[config.mk]
export PLATFORM = sky130hd
export DESIGN_NAME = lcsr_ram
export DESIGN_NICKNAME = d
export VERILOG_FILES = /design/src/hdl/lcsr_ram.sv
export SDC_FILE = /design/constraint.sdc
export NUM_CORES = 1
export LEC_CHECK = 0
export BUFFER_PORTS_ARGS = -buffer_cell sky130_fd_sc_hd__buf_2
export CORE_MARGIN = 3
export CORE_UTILIZATION = 60
export DETAILED_ROUTE_END_ITERATION = 16
export HOLD_SLACK_MARGIN = 0.06
export PLACE_DENSITY = 0.8
export SKIP_LAST_GASP = 1
export SLEW_MARGIN = 40
export SYNTH_ARGS = -nofsm -noshare
export SYNTH_HDL_FRONTEND = slang
export SYNTH_SLANG_ARGS = --single-unit
[constraint.sdc]
create_clock -name clk_i -period 5 [get_ports clk_i]
set_input_delay 0.75 -clock clk_i [delete_from_list [all_inputs] [get_ports clk_i]]
set_output_delay 0.75 -clock clk_i [all_outputs]
set_load 0.01 [all_outputs]
[src/hdl/lcsr_ram.sv]
`default_nettype none
module lcsr_ram #(
  parameter int unsigned WIDTH = 16,
  parameter int unsigned DEPTH = 64
) (
  input  wire                                       clk_i,
  input  wire                                       we_i,
  input  wire [((DEPTH > 1) ? $clog2(DEPTH) : 1)-1:0] waddr_i,
  input  wire [WIDTH-1:0]                           wdata_i,
  input  wire [((DEPTH > 1) ? $clog2(DEPTH) : 1)-1:0] raddr_i,
  output logic [WIDTH-1:0]                          rdata_o
);

  logic [WIDTH-1:0] mem_q [DEPTH];

  // One write port, one registered read port.
  always_ff @(posedge clk_i) begin
    if (we_i) begin
      mem_q[waddr_i] <= wdata_i;
    end
    rdata_o <= mem_q[raddr_i];
  end

endmodule
`default_nettype wire

==> flow_summary.json <==
{
  "status": "completed",
  "synth_area_um2": 40000,
  "nNetsFinal": 1989,
  "area_growth_pct": 11.5,
  "avgSynthCellArea_um2": 21.9,
  "crit_chain": "buf_8 -> buf_16 -> buf_16 -> buf_12 -> mux4_2 -> nor2b_1 -> a211o_1 -> a31oi_1 -> a311oi_1",
  "firstDrtPassIters": 5,
  "powerDensity_nw_per_um2": 399,
  "post-cts-setup-buffers": 0,
  "root_buffer": "clkbuf_16",
  "path_clk_slew_ps": 60,
  "rr_worst_depth": 5,
  "cp.required_ps": 5490,
  "cap_violations": 0,
  "synth_top_family_by_area": "multiplexers",
  "core-area_um2": 66000,
  "drive_above_1_share": 0.265,
  "overflow": 0,
  "cts_tree": "done",
  "io_pins": 46,
  "ys_warn_count": 0,
  "rrSetupSlack_ps": 2740,
  "slew_viol_final": 0,
  "leakage_nw": 14.2,
  "grt_max_degree": 77,
  "routedWlPerCell_um": 32.9,
  "seq_area_um2": 31100,
  "finalCritPeriodShare": 0.640,
  "viasPerCell": 6.81,
  "dp_hpwl_mm": 52.7,
  "wl_mm": 95.5,
  "final_hold_viol_count": 0,
  "synthAdderAreaFrac": 0,
  "crit_top_cell": "buf_16",
  "seqPwrFrac": 0.544,
  "vias": 19774,
  "max_freq_ghz": 0.313,
  "clkSinkCount": 1040,
  "startpoint_type": "input port",
  "netlist.area_leader.share": 0.768,
  "row_count": 94,
  "syn_inst": 1829,
  "synth_flop_cell": "edfxtp_1",
  "first_iter_violations": 2880,
  "synth_nets": 1859,
  "track_usage": 0.279,
  "critPathSlowestCell": "mux4_2",
  "cp-startpoint": "raddr_i[0]",
  "synth-compound-area-share": 0.0241,
  "min_from": "waddr_i[2]",
  "clock_latency_ps": 660,
  "finalSetupViolCount": 0,
  "clock_power_share": 0.406,
  "ys_seq_area_frac": 0.776,
  "worst_ep_arrival_time_ps": 3690,
  "path_delay_family": "buffers and inverters",
  "place.port_buffers": 45,
  "layout_commonest_cell": "edfxtp_1",
  "final_cell_mix": "1,024 x edfxtp_1, 220 x mux4_2, 99 x clkbuf_16",
  "crit_buf_inv": 4,
  "slew_headroom": 0.396,
  "endpoint_kind": "register",
  "pwr-share-comb": 0.050,
  "synth_area_leader_cell": "edfxtp_1",
  "power_switching_mw": 3.72,
  "multi_input_area_um2": 8360,
  "ir_worst_vdd_mv": 0.235,
  "ys_seq_elements": 1040,
  "hold_depth": 2,
  "crit_cells": 9,
  "fillers": 3840,
  "drc": 0,
  "place_area_um2": 41500,
  "antenna_found_initial": 8,
  "h-tree-depth": 3,
  "synth_mux_area_frac": 0.155,
  "p_int_mw": 14.1,
  "hp-class": "input port to register",
  "gp_congestion": 0.820,
  "grt_pass1_wl_mm": 140,
  "tns_ps": 0,
  "synth_edf_count": 1024,
  "tightest_slew_ps": 904,
  "yosysUniqueCellTypes": 43,
  "cp_slowest_stage_delay_ps": 540,
  "grt_setup_unrepaired": "no",
  "p_sw_frac": 0.209,
  "postRouteAntennaNets": 0,
  "cts.path.max_buffers": 3,
  "crit_type": "input port to register",
  "synthTopCellsByArea": "edfxtp_1 77%, mux4_2 12%, mux2i_1 2.1%",
  "reg2reg_from": "mem_q[23][11]",
  "cts_buffers": 97,
  "die_area_um2": 69900,
  "cts_hold_buf": 0,
  "die_x_um": 264,
  "skew_ps": 29.6,
  "finish.instance_area_um2": 44700,
  "cts-resized-gates": 0,
  "synth-simple-area-share": 0.0265,
  "start_util": 0.607,
  "crit_fanout": 38,
  "synthArstFlopShare": 0,
  "fp.dieH_um": 264,
  "synth-xor-area-share": 0,
  "finalCriticalPeriod_ps": 3200,
  "grt_pass1_vias": 19956
}
worst paths after layout:
path | endpoint
max | rdata_o[0]
min | mem_q[49][3]
max reg2reg | rdata_o[11]
min reg2reg | rdata_o[2]
kinds of logic (layout without fill, tap and decap cells):
logic type | count (synthesis) | after routing
flops | 1040 | 1040
mux | 336 | 336
simple gates | 220 | 220
compound gates | 129 | 129
buf+inv | 104 | 313
other cells | 0 | 2
cell type report:
cell class | count | share of cell area
Clock buffer | 121 | 0.0575
Clock inverter | 57 | 0.0120
Tap cell | 864 | 0.0242
Antenna cell | 2 | 0.000112
Sequential cell | 1040 | 0.696
Timing Repair Buffer | 135 | 0.0232
Multi-Input combinational cell | 685 | 0.187
sequential cells by signal, indices dropped and copies added, names as in the netlist:
| signal | cells |
|---|---|
| mem_q | 1024 |
| rdata_o | 16 |
per-layer routing:
metal / up-vias / track usage / share of wire
li1: 7943 / - / -
met1: 10189 / 0.389 / 0.35
met2: 1412 / 0.450 / 0.50
met3: 218 / 0.0580 / 0.11
met4: 12 / 0.100 / 0.038
met5: - / 0 / 0.0011
worst reg2reg max path, delay by kind of cell, from the launching register on:
kind            cells  cell delay, ps
flops               1             380
mux                 2             890
compound gates      3             860
metrics by stage:
step	power [mW]	std cells	hold WS, ps	util	worst slack, ps
2_1_floorplan	10.4	1829	750	-	2220
3_3_place_gp	10.7	2719	859	0.627	1170
3_5_place_dp	10.7	2723	883	0.630	1130
4_1_cts	17.9	2901	607	0.677	1840
5_1_grt	18.2	2903	634	0.677	1570
6_report	17.8	2904	636	0.677	1800
power groups by stage:
| stage | clock [mW] | sequential [mW] | combinational (mW) |
|---|---|---|---|
| final | 7.22 | 9.69 | 0.892 |
| after global routing | 7.61 | 9.69 | 0.935 |
| after CTS | 7.29 | 9.69 | 0.888 |
| after detailed placement | 0 | 9.87 | 0.875 |
| after global placement | 0 | 9.87 | 0.838 |
| after floorplan | 0 | 9.86 | 0.500 |
Yosys cell counts, drive strengths merged, types with 2 or more instances:
cell and instances:
edfxtp 1024, and2 2, dfxtp 16, nand2 60, nor3 2, a21oi 17, o21ai 8, a211oi 8
mux4 224, nand2b 3, a211o 8, nand4 12, and4 5, a221oi 16, nand3 24, clkbuf 27
a311oi 8, buf 77, nor2b 30, a22o 6, a221o 6, nor4 3, nand3b 2, mux2 27
nor2 74, a31oi 8, a22oi 39, a41oi 5, mux2i 85
(Power assumes the default switching activity.)
